<file path="config.mk">
export PLATFORM = sky130hd
export DESIGN_NAME = actuator_homing_and_position_controller_core_flat
export DESIGN_NICKNAME = d
export VERILOG_FILES = /design/src/rtl/core/ahpc_pkg.sv /design/src/rtl/core/ahpc_in_if.sv /design/src/rtl/core/ahpc_out_if.sv /design/src/rtl/core/actuator_homing_and_position_controller_core.sv /design/src/flat_wrapper.sv
export SDC_FILE = /design/constraint.sdc
export NUM_CORES = 2
export LEC_CHECK = 0
export ABC_AREA = 1
export BUFFER_PORTS_ARGS = -buffer_cell sky130_fd_sc_hd__clkbuf_2
export CORE_MARGIN = 2
export CORE_UTILIZATION = 60
export CTS_BUF_LIST = sky130_fd_sc_hd__clkbuf_8
export DETAILED_ROUTE_END_ITERATION = 6
export PLACE_DENSITY_LB_ADDON = 0.25
export SLEW_MARGIN = 5
export SYNTH_ARGS = -nofsm -noshare
export SYNTH_HDL_FRONTEND = slang
export SYNTH_SLANG_ARGS = --single-unit
</file>
<file path="constraint.sdc">
create_clock -name clk_i -period 9.5 [get_ports clk_i]
set_input_delay 0.475 -clock clk_i [delete_from_list [all_inputs] [get_ports clk_i]]
set_output_delay 0.475 -clock clk_i [all_outputs]
set_load 0.01 [all_outputs]
</file>
<file path="src/rtl/core/ahpc_pkg.sv">
package ahpc_pkg;

  // default build values for the top level parameters
  localparam int DEF_GAIN_DENOMINATOR = 16;
  localparam int DEF_MIN_DUTY         = 100;
  localparam int DEF_MAX_DUTY         = 1000;
  localparam int DEF_HOMING_DUTY      = 1000;
  localparam int DEF_COUNT_SIGN       = 1;

  // configuration port
  localparam int CFG_IDX_W  = 3;
  localparam int CFG_DATA_W = 32;

  localparam logic [CFG_IDX_W-1:0] REG_POS_MIN       = 3'd0;
  localparam logic [CFG_IDX_W-1:0] REG_POS_MAX       = 3'd1;
  localparam logic [CFG_IDX_W-1:0] REG_HOME_TIMEOUT  = 3'd2;
  localparam logic [CFG_IDX_W-1:0] REG_HOME_MIN_RUN  = 3'd3;
  localparam logic [CFG_IDX_W-1:0] REG_STALL_THR     = 3'd4;
  localparam logic [CFG_IDX_W-1:0] REG_STALL_STABLE  = 3'd5;
  localparam logic [CFG_IDX_W-1:0] REG_MOVE_DEADBAND = 3'd6;
  localparam logic [CFG_IDX_W-1:0] REG_GAIN_NUM      = 3'd7;

  // register reset values
  localparam logic signed [31:0] RST_POS_MIN       = 32'sd0;
  localparam logic signed [31:0] RST_POS_MAX       = 32'sd65535;
  localparam logic [31:0]        RST_HOME_TIMEOUT  = 32'd10000;
  localparam logic [31:0]        RST_HOME_MIN_RUN  = 32'd300;
  localparam logic [14:0]        RST_STALL_THR     = 15'd10;
  localparam logic [31:0]        RST_STALL_STABLE  = 32'd200;
  localparam logic [30:0]        RST_MOVE_DEADBAND = 31'd5;
  localparam logic [15:0]        RST_GAIN_NUM      = 16'd16;

  // action codes
  localparam logic [2:0] ACT_TICK = 3'd0;
  localparam logic [2:0] ACT_INIT = 3'd1;
  localparam logic [2:0] ACT_HOME = 3'd2;
  localparam logic [2:0] ACT_MOVE = 3'd3;
  localparam logic [2:0] ACT_DUTY = 3'd4;

  // controller modes
  localparam logic [2:0] MODE_UNINIT = 3'd0;
  localparam logic [2:0] MODE_IDLE   = 3'd1;
  localparam logic [2:0] MODE_HOMING = 3'd2;
  localparam logic [2:0] MODE_HOMED  = 3'd3;
  localparam logic [2:0] MODE_MOVING = 3'd4;
  localparam logic [2:0] MODE_FAULT  = 3'd5;

  // motor commands
  localparam logic [1:0] CMD_NONE     = 2'd0;
  localparam logic [1:0] CMD_SET_DUTY = 2'd1;
  localparam logic [1:0] CMD_STOP     = 2'd2;

  // no target stored
  localparam logic signed [31:0] TARGET_NONE = -32'sd1;

  typedef struct packed {
    logic [2:0]         action;
    logic [31:0]        now_ms;
    logic signed [15:0] measured_speed;
    logic signed [31:0] raw_count;
    logic signed [31:0] target_position;
    logic signed [15:0] requested_duty;
  } in_word_t;

  typedef struct packed {
    logic [1:0]         motor_command;
    logic signed [15:0] duty_out;
    logic               counter_reset;
    logic [2:0]         controller_state;
    logic signed [31:0] position_out;
    logic signed [31:0] target_out;
    logic               command_accepted;
  } out_word_t;

endpackage

</file>
<file path="src/rtl/core/ahpc_in_if.sv">
interface ahpc_in_if
  import ahpc_pkg::*;
();
  logic     valid;
  logic     ready;
  in_word_t data;

  modport source (output valid, output data, input ready);
  modport sink (input valid, input data, output ready);
endinterface

</file>
<file path="src/rtl/core/ahpc_out_if.sv">
interface ahpc_out_if
  import ahpc_pkg::*;
();
  logic      valid;
  logic      ready;
  out_word_t data;

  modport source (output valid, output data, input ready);
  modport sink (input valid, input data, output ready);
endinterface

</file>
<file path="src/rtl/core/actuator_homing_and_position_controller_core.sv">
// Controller for one actuator: homing by stall detection, proportional
// position control and direct duty requests.
// in_ch carries one word per action (tick, init, start homing, move, direct
// duty); out_ch returns exactly one result word per input word, in order.
// The user must write registers through cfg_we_i / cfg_idx_i / cfg_data_i only
// while idle; the block itself does not enforce this. The controller state
// updates at the input handshake, then the proportional duty goes through
// a gain multiply stage, a reciprocal multiply stage for the gain denominator
// and a final min/max clamp stage into the output register.
// Throughput is one word per cycle unless out_ch stalls; every stage is a
// register with its own valid bit, so bubbles are squeezed out and in_ch.ready
// stays high while the pipeline has a free slot even if out_ch is stalled.
// When out_ch.ready is low the result word holds and the stages behind it fill
// up; in_ch.ready drops once all four stages are occupied.
// Reset clears the pipeline, sets the mode to uninit, the target to none, the
// timers and position to zero and loads the register defaults.
module actuator_homing_and_position_controller_core
  import ahpc_pkg::*;
#(
  parameter int GAIN_DENOMINATOR = DEF_GAIN_DENOMINATOR,
  parameter int MIN_DUTY         = DEF_MIN_DUTY,
  parameter int MAX_DUTY         = DEF_MAX_DUTY,
  parameter int HOMING_DUTY      = DEF_HOMING_DUTY,
  parameter int COUNT_SIGN       = DEF_COUNT_SIGN
) (
  input  logic                  clk_i,
  input  logic                  rst_ni,
  input  logic                  cfg_we_i,
  input  logic [CFG_IDX_W-1:0]  cfg_idx_i,
  input  logic [CFG_DATA_W-1:0] cfg_data_i,
  ahpc_in_if.sink               in_ch,
  ahpc_out_if.source            out_ch
);

  // reciprocal division by the gain denominator, exact below the clamp limit
  localparam longint unsigned ScaleLim = longint'(MAX_DUTY) * longint'(GAIN_DENOMINATOR);
  localparam int NumW   = $clog2(ScaleLim + 64'd1);
  localparam int ShiftL = $clog2(GAIN_DENOMINATOR);
  localparam int RecipS = NumW + ShiftL;
  localparam longint unsigned Recip =
    ((64'd1 << RecipS) + longint'(GAIN_DENOMINATOR) - 64'd1) / longint'(GAIN_DENOMINATOR);
  localparam int PrdW   = 2 * NumW + 1;

  // configuration registers
  logic signed [31:0] pos_min_q, pos_max_q;
  logic [31:0]        home_timeout_q, home_min_run_q, stall_stable_q;
  logic [14:0]        stall_thr_q;
  logic [30:0]        deadband_q;
  logic [15:0]        gain_num_q;

  // controller state
  logic [2:0]         mode_q, mode_d;
  logic [31:0]        prev_tick_q, prev_tick_d;
  logic [31:0]        home_el_q, home_el_d;
  logic [31:0]        stall_el_q, stall_el_d;
  logic signed [31:0] pos_q, pos_d;
  logic signed [31:0] tgt_q, tgt_d;

  // pipeline
  logic               v1_q, v2_q, v3_q, vo_q;
  logic               rdy1, rdy2, rdy3, rdy_o;
  logic               in_acc;
  out_word_t          res1_d, res1_q, res2_q, res3_q, out_d, out_q;
  logic               prop1_d, prop1_q, prop2_q, prop3_q;
  logic signed [32:0] negerr1_d, negerr1_q;
  logic signed [49:0] prod2_d, prod2_q;
  logic [49:0]        mag3;
  logic               neg3_q, sat3_q;
  logic [PrdW-1:0]    recip3_d, recip3_q;
  logic [PrdW-1:0]    quot, raised, limited, fin_mag;
  logic signed [15:0] prop_duty;

  // input decode
  logic signed [32:0] raw_ext, signed_raw;
  logic signed [31:0] sensed, move_tgt;
  logic [31:0]        dt;
  logic [32:0]        home_sum, stall_sum;
  logic [31:0]        home_sat, stall_sat;
  logic signed [16:0] spd_ext, thr_ext;
  logic               is_still;
  logic signed [32:0] err;
  logic signed [33:0] err_ext, db_ext;
  logic               in_band;
  logic signed [16:0] gain_s;

  function automatic logic signed [31:0] clamp_pos(input logic signed [32:0] v,
                                                   input logic signed [31:0] lo,
                                                   input logic signed [31:0] hi);
    logic signed [32:0] lo_ext;
    logic signed [32:0] hi_ext;
    logic signed [31:0] r;
    lo_ext = {lo[31], lo};
    hi_ext = {hi[31], hi};
    if (v < lo_ext) begin
      r = lo;
    end else if (v > hi_ext) begin
      r = hi;
    end else begin
      r = v[31:0];
    end
    return r;
  endfunction

  // handshake chain
  assign rdy_o       = !vo_q || out_ch.ready;
  assign rdy3        = !v3_q || rdy_o;
  assign rdy2        = !v2_q || rdy3;
  assign rdy1        = !v1_q || rdy2;
  assign in_ch.ready = rdy1;
  assign in_acc      = in_ch.valid && rdy1;

  // configuration writes
  always_ff @(posedge clk_i or negedge rst_ni) begin
    if (!rst_ni) begin
      pos_min_q      <= RST_POS_MIN;
      pos_max_q      <= RST_POS_MAX;
      home_timeout_q <= RST_HOME_TIMEOUT;
      home_min_run_q <= RST_HOME_MIN_RUN;
      stall_thr_q    <= RST_STALL_THR;
      stall_stable_q <= RST_STALL_STABLE;
      deadband_q     <= RST_MOVE_DEADBAND;
      gain_num_q     <= RST_GAIN_NUM;
    end else if (cfg_we_i) begin
      unique case (cfg_idx_i)
        REG_POS_MIN:       pos_min_q      <= cfg_data_i;
        REG_POS_MAX:       pos_max_q      <= cfg_data_i;
        REG_HOME_TIMEOUT:  home_timeout_q <= cfg_data_i;
        REG_HOME_MIN_RUN:  home_min_run_q <= cfg_data_i;
        REG_STALL_THR:     stall_thr_q    <= cfg_data_i[14:0];
        REG_STALL_STABLE:  stall_stable_q <= cfg_data_i;
        REG_MOVE_DEADBAND: deadband_q     <= cfg_data_i[30:0];
        REG_GAIN_NUM:      gain_num_q     <= cfg_data_i[15:0];
        default: ;
      endcase
    end
  end

  // sensed position from the raw hall count
  assign raw_ext = {in_ch.data.raw_count[31], in_ch.data.raw_count};
  assign signed_raw = (COUNT_SIGN > 0) ? raw_ext :
                      (COUNT_SIGN < 0) ? -raw_ext : '0;
  assign sensed   = clamp_pos(signed_raw, pos_min_q, pos_max_q);
  assign move_tgt = clamp_pos({in_ch.data.target_position[31], in_ch.data.target_position},
                              pos_min_q, pos_max_q);

  // elapsed time with saturating run timers
  assign dt        = (prev_tick_q != '0) ? (in_ch.data.now_ms - prev_tick_q) : '0;
  assign home_sum  = {1'b0, home_el_q} + {1'b0, dt};
  assign stall_sum = {1'b0, stall_el_q} + {1'b0, dt};
  assign home_sat  = home_sum[32] ? '1 : home_sum[31:0];
  assign stall_sat = stall_sum[32] ? '1 : stall_sum[31:0];

  // stall window on the speed magnitude
  assign spd_ext  = {in_ch.data.measured_speed[15], in_ch.data.measured_speed};
  assign thr_ext  = {2'b00, stall_thr_q};
  assign is_still = (spd_ext <= thr_ext) && (spd_ext >= -thr_ext);

  // position error and deadband
  assign err     = {tgt_q[31], tgt_q} - {sensed[31], sensed};
  assign err_ext = {err[32], err};
  assign db_ext  = {3'b000, deadband_q};
  assign in_band = (err_ext >= -db_ext) && (err_ext <= db_ext);

  // next state and first stage word
  always_comb begin
    logic       done;
    logic [31:0] stall_new;
    done        = 1'b0;
    stall_new   = '0;
    mode_d      = mode_q;
    prev_tick_d = prev_tick_q;
    home_el_d   = home_el_q;
    stall_el_d  = stall_el_q;
    pos_d       = pos_q;
    tgt_d       = tgt_q;
    prop1_d     = 1'b0;
    negerr1_d   = -err;
    res1_d                  = '0;
    res1_d.motor_command    = CMD_NONE;

    unique case (in_ch.data.action)
      ACT_INIT: begin
        mode_d      = MODE_IDLE;
        prev_tick_d = '0;
        home_el_d   = '0;
        stall_el_d  = '0;
        pos_d       = sensed;
        tgt_d       = TARGET_NONE;
      end
      ACT_HOME: begin
        mode_d               = MODE_HOMING;
        home_el_d            = '0;
        stall_el_d           = '0;
        res1_d.motor_command = CMD_SET_DUTY;
        res1_d.duty_out      = 16'(HOMING_DUTY);
      end
      ACT_MOVE: begin
        if (mode_q != MODE_HOMING) begin
          tgt_d                   = move_tgt;
          mode_d                  = MODE_MOVING;
          res1_d.command_accepted = 1'b1;
        end
      end
      ACT_DUTY: begin
        if (mode_q != MODE_HOMING && mode_q != MODE_MOVING) begin
          res1_d.motor_command    = CMD_SET_DUTY;
          res1_d.duty_out         = in_ch.data.requested_duty;
          res1_d.command_accepted = 1'b1;
        end
      end
      ACT_TICK: begin
        prev_tick_d = in_ch.data.now_ms;
        // homing: timeout, then stall detection after the minimum run
        if (mode_q == MODE_HOMING) begin
          home_el_d = home_sat;
          if (home_sat >= home_timeout_q) begin
            res1_d.motor_command = CMD_STOP;
            mode_d               = MODE_FAULT;
            done                 = 1'b1;
          end else if (home_sat >= home_min_run_q) begin
            stall_new  = is_still ? stall_sat : '0;
            stall_el_d = stall_new;
            if (stall_new >= stall_stable_q) begin
              res1_d.motor_command = CMD_STOP;
              res1_d.counter_reset = 1'b1;
              pos_d                = '0;
              mode_d               = MODE_HOMED;
              done                 = 1'b1;
            end
          end
        end
        // moving: arrive inside the deadband, else proportional duty
        if (mode_q == MODE_MOVING) begin
          if (in_band) begin
            res1_d.motor_command = CMD_STOP;
            mode_d               = MODE_HOMED;
          end else begin
            res1_d.motor_command = CMD_SET_DUTY;
            prop1_d              = 1'b1;
          end
        end
        if (!done) begin
          pos_d = sensed;
        end
      end
      default: ;
    endcase

    res1_d.controller_state = mode_d;
    res1_d.position_out     = pos_d;
    res1_d.target_out       = tgt_d;
  end

  // controller state registers
  always_ff @(posedge clk_i or negedge rst_ni) begin
    if (!rst_ni) begin
      mode_q      <= MODE_UNINIT;
      prev_tick_q <= '0;
      home_el_q   <= '0;
      stall_el_q  <= '0;
      pos_q       <= '0;
      tgt_q       <= TARGET_NONE;
    end else if (in_acc) begin
      mode_q      <= mode_d;
      prev_tick_q <= prev_tick_d;
      home_el_q   <= home_el_d;
      stall_el_q  <= stall_el_d;
      pos_q       <= pos_d;
      tgt_q       <= tgt_d;
    end
  end

  // gain product
  assign gain_s  = {1'b0, gain_num_q};
  assign prod2_d = negerr1_q * gain_s;

  // magnitude, clamp flag and reciprocal product
  assign mag3     = prod2_q[49] ? 50'(-prod2_q) : 50'(prod2_q);
  assign recip3_d = PrdW'(mag3[NumW-1:0]) * PrdW'(Recip);

  // final minimum raise and maximum clamp
  assign quot    = recip3_q >> RecipS;
  assign raised  = (quot < PrdW'(MIN_DUTY)) ? PrdW'(MIN_DUTY) : quot;
  assign limited = (raised > PrdW'(MAX_DUTY)) ? PrdW'(MAX_DUTY) : raised;
  assign fin_mag = sat3_q ? PrdW'(MAX_DUTY) : ((quot == '0) ? '0 : limited);
  assign prop_duty = neg3_q ? -16'(fin_mag) : 16'(fin_mag);

  // result word with the proportional duty merged in
  always_comb begin
    out_d = res3_q;
    if (prop3_q) begin
      out_d.duty_out = prop_duty;
    end
  end

  // pipeline valid bits
  always_ff @(posedge clk_i or negedge rst_ni) begin
    if (!rst_ni) begin
      v1_q <= 1'b0;
      v2_q <= 1'b0;
      v3_q <= 1'b0;
      vo_q <= 1'b0;
    end else begin
      if (rdy1) begin
        v1_q <= in_acc;
      end
      if (rdy2) begin
        v2_q <= v1_q;
      end
      if (rdy3) begin
        v3_q <= v2_q;
      end
      if (rdy_o) begin
        vo_q <= v3_q;
      end
    end
  end

  // pipeline payload
  always_ff @(posedge clk_i) begin
    if (in_acc) begin
      res1_q    <= res1_d;
      prop1_q   <= prop1_d;
      negerr1_q <= negerr1_d;
    end
    if (v1_q && rdy2) begin
      res2_q  <= res1_q;
      prop2_q <= prop1_q;
      prod2_q <= prod2_d;
    end
    if (v2_q && rdy3) begin
      res3_q   <= res2_q;
      prop3_q  <= prop2_q;
      neg3_q   <= prod2_q[49];
      sat3_q   <= (mag3 >= 50'(ScaleLim));
      recip3_q <= recip3_d;
    end
    if (v3_q && rdy_o) begin
      out_q <= out_d;
    end
  end

  assign out_ch.valid = vo_q;
  assign out_ch.data  = out_q;

endmodule

</file>
<file path="src/flat_wrapper.sv">
// flat-port wrapper written by rule: the top's interface ports become plain ports
module actuator_homing_and_position_controller_core_flat import ahpc_pkg::*;
#(
  parameter int GAIN_DENOMINATOR = DEF_GAIN_DENOMINATOR,
  parameter int MIN_DUTY         = DEF_MIN_DUTY,
  parameter int MAX_DUTY         = DEF_MAX_DUTY,
  parameter int HOMING_DUTY      = DEF_HOMING_DUTY,
  parameter int COUNT_SIGN       = DEF_COUNT_SIGN
)
  (clk_i, rst_ni, cfg_we_i, cfg_idx_i, cfg_data_i, in_ch_valid, in_ch_data, in_ch_ready, out_ch_valid, out_ch_data, out_ch_ready);
  ahpc_in_if in_ch_i ();
  ahpc_out_if out_ch_i ();
  input  logic clk_i;
  input  logic rst_ni;
  input  logic cfg_we_i;
  input  logic [CFG_IDX_W-1:0] cfg_idx_i;
  input  logic [CFG_DATA_W-1:0] cfg_data_i;
  input wire logic [$bits(in_ch_i.valid)-1:0] in_ch_valid;
  input wire logic [$bits(in_ch_i.data)-1:0] in_ch_data;
  output wire logic [$bits(in_ch_i.ready)-1:0] in_ch_ready;
  output wire logic [$bits(out_ch_i.valid)-1:0] out_ch_valid;
  output wire logic [$bits(out_ch_i.data)-1:0] out_ch_data;
  input wire logic [$bits(out_ch_i.ready)-1:0] out_ch_ready;
  assign in_ch_i.valid = in_ch_valid;
  assign in_ch_i.data = in_ch_data;
  assign in_ch_ready = in_ch_i.ready;
  assign out_ch_valid = out_ch_i.valid;
  assign out_ch_data = out_ch_i.data;
  assign out_ch_i.ready = out_ch_ready;
  actuator_homing_and_position_controller_core #(.GAIN_DENOMINATOR(GAIN_DENOMINATOR), .MIN_DUTY(MIN_DUTY), .MAX_DUTY(MAX_DUTY), .HOMING_DUTY(HOMING_DUTY), .COUNT_SIGN(COUNT_SIGN)) u_core (.clk_i(clk_i), .rst_ni(rst_ni), .cfg_we_i(cfg_we_i), .cfg_idx_i(cfg_idx_i), .cfg_data_i(cfg_data_i), .in_ch(in_ch_i), .out_ch(out_ch_i));
endmodule
</file>
Word level (Yosys, flattened, before mapping)

Cells that the tools add are included.

$add $sub $neg: 9
Multiply operators: 1
Order comparisons: 14
Eq/ne operators: 18
Mux-type cells: 56
Bitwise logic cells: 2
Reduce and logical (&&, ||, !) cells: 35

Operator list:

| kind                 | number |
|---|---|
| $mux 32              | 18 |
| $pmux 32 s2          | 5 |
| $ge 32x32->1         | 3 |
| $mux 16              | 5 |
| $add 32x32->33       | 2 |
| $gt 32x32->1         | 2 |
| $lt 32x32->1         | 2 |
| $ge 50x14->1 const B | 1 |
| $mul 33x17->50       | 1 |
| $mux 50              | 1 |
| $neg 50->50          | 1 |
| $ge 33x34->1         | 1 |
| $neg 31->34          | 1 |
| $le 33x32->1         | 1 |
| $neg 33->33          | 1 |
| $sub 32x32->33       | 1 |
| $pmux 16 s2          | 1 |
| $reduce_bool 32->1   | 1 |
| $sub 32x32->32       | 1 |
| $gt 29x10->1 const B | 1 |
| $logic_not 29->1     | 1 |
| $mux 3               | 7 |
| $reduce_and 2->1     | 10 |
| $eq 3x3->1 const B   | 6 |
| 28 further kinds     | 61 |

Bits in registers: 839
Output and inout bits: 89
Logic and storage cells: 189

Depth between registers and ports, before layout

Word-level depth: 13
Gate-level depth with buffers: 67

Least setup slack after synthesis

Ideal clock, no wire load.

Path type: in2reg
Start point: in in_ch_data[96]
End point: reg u_core.res1_q[34] in the netlist's numbering (data pin)
Data arrival time: 7.590 ns
Slack: 1.645 ns
Cell stages on the path: 63
Buffers on the path: 2
Path through: inv_1 > ha_1 > inv_1 > fa_1 > a21oi_1 > nor2_1 > nor2_1 > inv_1 > nand2_1 > inv_1 > nor2_1 > o21bai_1 > nand2_1 > a21oi_1 > nor2_1 > o21ai_0 > a31oi_1 > inv_1 > [27 not listed] > a21oi_1 > nor2_1 > o21ai_0 > a21oi_1 > nor3_1 > o21ai_0 > a21boi_0 > inv_1 > a41o_1 > nand2_1 > o21ai_1 > clkinv_1 > clkbuf_1 > nand2_1 > nand3_1 > o21ai_0 > inv_1 > o21ai_0

Word-level cells in the longest chain between the ends: 13
Elaborated cells between the ends (all ways): 21
Those cells by class: 3 x add/sub; 3 x order compare; 15 x mux

RTL lines:

| what                      | line                                                | text |
|---|---|---|
| start: declaration        | flat_wrapper.sv:19                                  | `input wire logic [$bits(in_ch_i.data)-1:0] in_ch_data;` |
| $sub 32x32->32 *          | actuator_homing_and_position_controller_core.sv:147 | `assign dt = (prev_tick_q != '0) ? (in_ch.data.now_ms - prev_tick_q) : '0;` |
| $mux 32 *                 | actuator_homing_and_position_controller_core.sv:147 |  |
| $add 32x32->33            | actuator_homing_and_position_controller_core.sv:149 | `assign stall_sum = {1'b0, stall_el_q} + {1'b0, dt};` |
| $mux 32                   | actuator_homing_and_position_controller_core.sv:151 | `assign stall_sat = stall_sum[32] ? '1 : stall_sum[31:0];` |
| $mux 32                   | actuator_homing_and_position_controller_core.sv:221 | `stall_new = is_still ? stall_sat : '0;` |
| $ge 32x32->1              | actuator_homing_and_position_controller_core.sv:223 | `if (stall_new >= stall_stable_q) begin` |
| $mux 1                    | actuator_homing_and_position_controller_core.sv:223 |  |
| $mux 1                    | actuator_homing_and_position_controller_core.sv:220 | `end else if (home_sat >= home_min_run_q) begin` |
| $mux 1                    | actuator_homing_and_position_controller_core.sv:216 | `if (home_sat >= home_timeout_q) begin` |
| $mux 1                    | actuator_homing_and_position_controller_core.sv:214 | `if (mode_q == MODE_HOMING) begin` |
| $mux 1                    | actuator_homing_and_position_controller_core.sv:181 | `unique case (in_ch.data.action)` |
| $mux 32 *                 | actuator_homing_and_position_controller_core.sv:242 | `if (!done) begin` |
| $pmux 32 s2 *             | actuator_homing_and_position_controller_core.sv:181 |  |
| named net u_core.pos_d[1] | actuator_homing_and_position_controller_core.sv:56  | `logic signed [31:0] pos_q, pos_d;` |
| end signal: assignment    | actuator_homing_and_position_controller_core.sv:322 | `res1_q <= res1_d;` |
| end: declaration          | actuator_homing_and_position_controller_core.sv:63  | `out_word_t res1_d, res1_q, res2_q, res3_q, out_d, out_q;` |

The timed path passes the listed nets; every way through them passes the cells marked *. The select of a mux whose other input is x is not followed.
A chain may end at the register's enable or synchronous reset.

Final worst setup path

Start point: reg u_core.prev_tick_q[2]
End point: reg u_core.res1_q[46] in the netlist's numbering (data pin)

Word-level cells in the longest chain between the ends: 13
Elaborated cells between the ends (all ways): 22
Those cells by class: 3 x add/sub; 3 x order compare; 15 x mux; 1 x reduce/logical

RTL lines:

| what                                                 | line                                                | text |
|---|---|---|
| start: declaration                                   | actuator_homing_and_position_controller_core.sv:53  | `logic [31:0] prev_tick_q, prev_tick_d;` |
| start signal: assignment                             | actuator_homing_and_position_controller_core.sv:265 | `prev_tick_q <= prev_tick_d;` |
| $sub 32x32->32 or $reduce_bool 32->1 (tied branches) | actuator_homing_and_position_controller_core.sv:147 |  |
| $mux 32 *                                            | actuator_homing_and_position_controller_core.sv:147 |  |
| $add 32x32->33                                       | actuator_homing_and_position_controller_core.sv:149 |  |
| $mux 32                                              | actuator_homing_and_position_controller_core.sv:151 |  |
| $mux 32                                              | actuator_homing_and_position_controller_core.sv:221 |  |
| $ge 32x32->1                                         | actuator_homing_and_position_controller_core.sv:223 |  |
| $mux 1                                               | actuator_homing_and_position_controller_core.sv:223 |  |
| $mux 1                                               | actuator_homing_and_position_controller_core.sv:220 |  |
| $mux 1                                               | actuator_homing_and_position_controller_core.sv:216 |  |
| $mux 1                                               | actuator_homing_and_position_controller_core.sv:214 |  |
| $mux 1                                               | actuator_homing_and_position_controller_core.sv:181 |  |
| $mux 32 *                                            | actuator_homing_and_position_controller_core.sv:242 |  |
| $pmux 32 s2 *                                        | actuator_homing_and_position_controller_core.sv:181 |  |
| named net u_core.pos_d[13]                           | actuator_homing_and_position_controller_core.sv:56  |  |

Marked as above.

==> flow_summary.json <==
{
  "start_util_pct": 60.7,
  "r2r-end": "u_core.res1_q[46]$_DFFE_PP_",
  "grt_pass1_wl_mm": 289,
  "dpl_worst_slack_ps": 317,
  "drt_first_pass_iters": 6,
  "grt_util_all_layers_pct": 33.2,
  "synth_area_leaders": "edfxtp_1, fa_1, dfrtp_1",
  "crit_required_ps": 10070,
  "path_delay_family": "compound AO/OA/AOI/OAI gates",
  "clkTransAtPathRegs_ps": 60,
  "die_h_um": 336,
  "drive_gt1_share_pct": 9.15,
  "synthArstFlopShare_pct": 46.6,
  "dp_hpwl_mm": 141,
  "reg2reg_depth": 47,
  "fillers": 8894,
  "fin_area_um2": 72400,
  "yosys.area.top_type": "edfxtp_1",
  "worstSetupStartpointType": "register",
  "register_area_um2": 23200,
  "tritoncts": "yes",
  "fin_skew_ps": 52.2,
  "nets": 9059,
  "synth_top_area_share_pct": 20.3,
  "rows": 121,
  "antenna_found_initial": 13,
  "tightest_slew_ps": 1470,
  "grt_overflow": 0,
  "maxCapViolCount": 1,
  "finalWirelength_mm": 184,
  "hold_viol": 0,
  "vias_per_cell": 5.67,
  "port_buffers": 259,
  "synth_edf_count": 446,
  "critical_path.max_fanout": 34,
  "gp_congestion": 0.989,
  "path_class": "register to register",
  "end_kind": "register",
  "status": "finished, violations left",
  "die-width_um": 336,
  "whs_path_depth": 3,
  "htreeDepth": 4,
  "fmax_ghz": 0.113,
  "ant_nets": 0,
  "hp-class": "input pin to register",
  "drv_slew": 0,
  "setup_viol": 0,
  "wire_per_inst_um": 19.7,
  "critPathSlowestCell": "o21ai_0",
  "cts_buffers": 142,
  "syn_area_per_cell_um2": 8.74,
  "syn_to_final_growth_pct": 9.52,
  "timing.critical_path.buf_inv": 9,
  "placed_area_um2": 68900,
  "layout_common_cells": "inv_1, nand2_1, o21ai_0",
  "cts_root_buffer": "clkbuf_8",
  "layout_commonest_cell": "inv_1",
  "clk_latency_ps": 850,
  "clockBufferDepth": 3,
  "grt_max_degree": 174,
  "synth-main-ff-cell": "edfxtp_1",
  "syn_inst": 7563,
  "setup_ws_ps": 685,
  "yosysSeqAreaShare_pct": 35.1,
  "synth_seq_cells": 835,
  "critPathMaxStageDelay_ps": 700,
  "drt_iter0_drc": 4648,
  "slew_headroom_pct": 1.07,
  "r2r_start": "u_core.prev_tick_q[2]$_DFFE_PN0P_",
  "io-pin-count": 260,
  "r2r_slack_ps": 680,
  "grt_pass1_vias": 52805,
  "synth_cell_types": 68,
  "multi_input_area_um2": 36200,
  "coreArea_um2": 109000,
  "die_area_um2": 113000,
  "yosysWarnings": 0,
  "route.detailed.drc": 0,
  "syn_area_um2": 66100,
  "arrival_ps": 9390,
  "period_needed_ps": 8820,
  "hold_path_startpoint": "cfg_data_i[31]",
  "synth_nets": 8801,
  "min_to": "u_core.home_min_run_q[31]$_DFFE_PN0P_",
  "vias": 53017,
  "fin_crit_sh_pct": 92.8,
  "violations": "max-capacitance violations",
  "cts_sinks": 835,
  "tns_ps": 0
}
==> final cells by class <==
cell class,count,area share [%]
Antenna cell,2,0.00691
Timing Repair Buffer,391,3.41
Inverter,1527,7.93
Clock buffer,158,3.00
Sequential cell,835,32.1
Clock inverter,102,1.13
Multi-Input combinational cell,4924,50.0
Tap cell,1414,2.44
==> cells by family after synthesis <==
kind of cell / Yosys count / share of synthesized area [%]
AO/OA/AOI/OAI: 1361 / 11.6
adder cells (fa/ha/maj): 1067 / 25.9
flip-flops: 835 / 35.1
XOR/XNOR: 197 / 2.62
AND/OR/NAND/NOR: 2299 / 14.5
buffers and inverters: 1804 / 10.2
==> per-stage QoR <==
step	cells	util (%)	hold WS [ps]
3_5_place_dp	9040	63.2	405
5_1_grt	9352	66.4	75.2
2_1_floorplan	7563	-	179
4_1_cts	9351	66.4	11.1
3_3_place_gp	9040	63.2	401
6_report	9353	66.4	55.5
==> routing by layer <==
layer	vias to the layer above	track usage [%]	part of all wire, %
li1	24900	-	-
met1	25643	44.2	41
met2	2054	52.6	46
met3	414	7.13	8.8
met4	6	14.5	4.4
met5	-	0	0.018
==> sequential cells by signal, indices dropped and copies added, names as in the netlist, 33 cells and up <==
signal and flops:
u_core.negerr1_q 33, u_core.res1_q 87, u_core.res2_q 87, u_core.out_d 71, u_core.out_ch.data 87, u_core.prod2_q 50
==> repair_timing <==
item / 4_1_cts / 5_1_grt
hold buffers: 51 / 0
setup buffers: 0 / 0
setup endpoints to repair: 0 / 101
gates resized for setup: 0 / 15
hold endpoints to repair: 116 / 0
==> worst max path at each step <==
stage	startpoint	end	slack [ps]	cells after the start
floorplan	in_ch_data[96]	u_core.res1_q[34]$_DFFE_PP_	1640	63
global placement	in_ch_data[96]	u_core.res1_q[53]$_DFFE_PP_	510	64
detailed placement	in_ch_data[98]	u_core.res1_q[46]$_DFFE_PP_	320	58
CTS	u_core.prev_tick_q[2]$_DFFE_PN0P_	u_core.res1_q[46]$_DFFE_PP_	500	58
global route	u_core.prev_tick_q[0]$_DFFE_PN0P_	u_core.res1_q[49]$_DFFE_PP_	-10	61
finish	u_core.prev_tick_q[2]$_DFFE_PN0P_	u_core.res1_q[46]$_DFFE_PP_	680	47
==> worst min-delay path, cell delays in order <==
cell and delay (ps):
clkbuf_2 70, inv_1 130, o21ai_0 180
==> Yosys cell counts, drive strengths merged (4+ instances only) <==
master,number
o211ai,87
nand2,1560
a21o,21
clkinv,4
nor4,33
a221oi,5
a22o,4
or2,36
nor3,68
o21bai,24
nand3,221
nor2,292
o22ai,55
xor2,145
a32oi,16
dfstp,65
o221a,4
o31ai,11
xnor2,52
dfrtp,324
o221ai,19
nand4,74
ha,560
fa,507
o21a,17
nand3b,6
inv,1523
clkbuf,274
o2111ai,5
a31oi,35
a21oi,398
o21ai,620
a21boi,15
a211oi,17
edfxtp,446
Power is left out: the tool's default activity adds up to more than one toggle a clock period on the data nets, which glitch-free logic cannot reach.
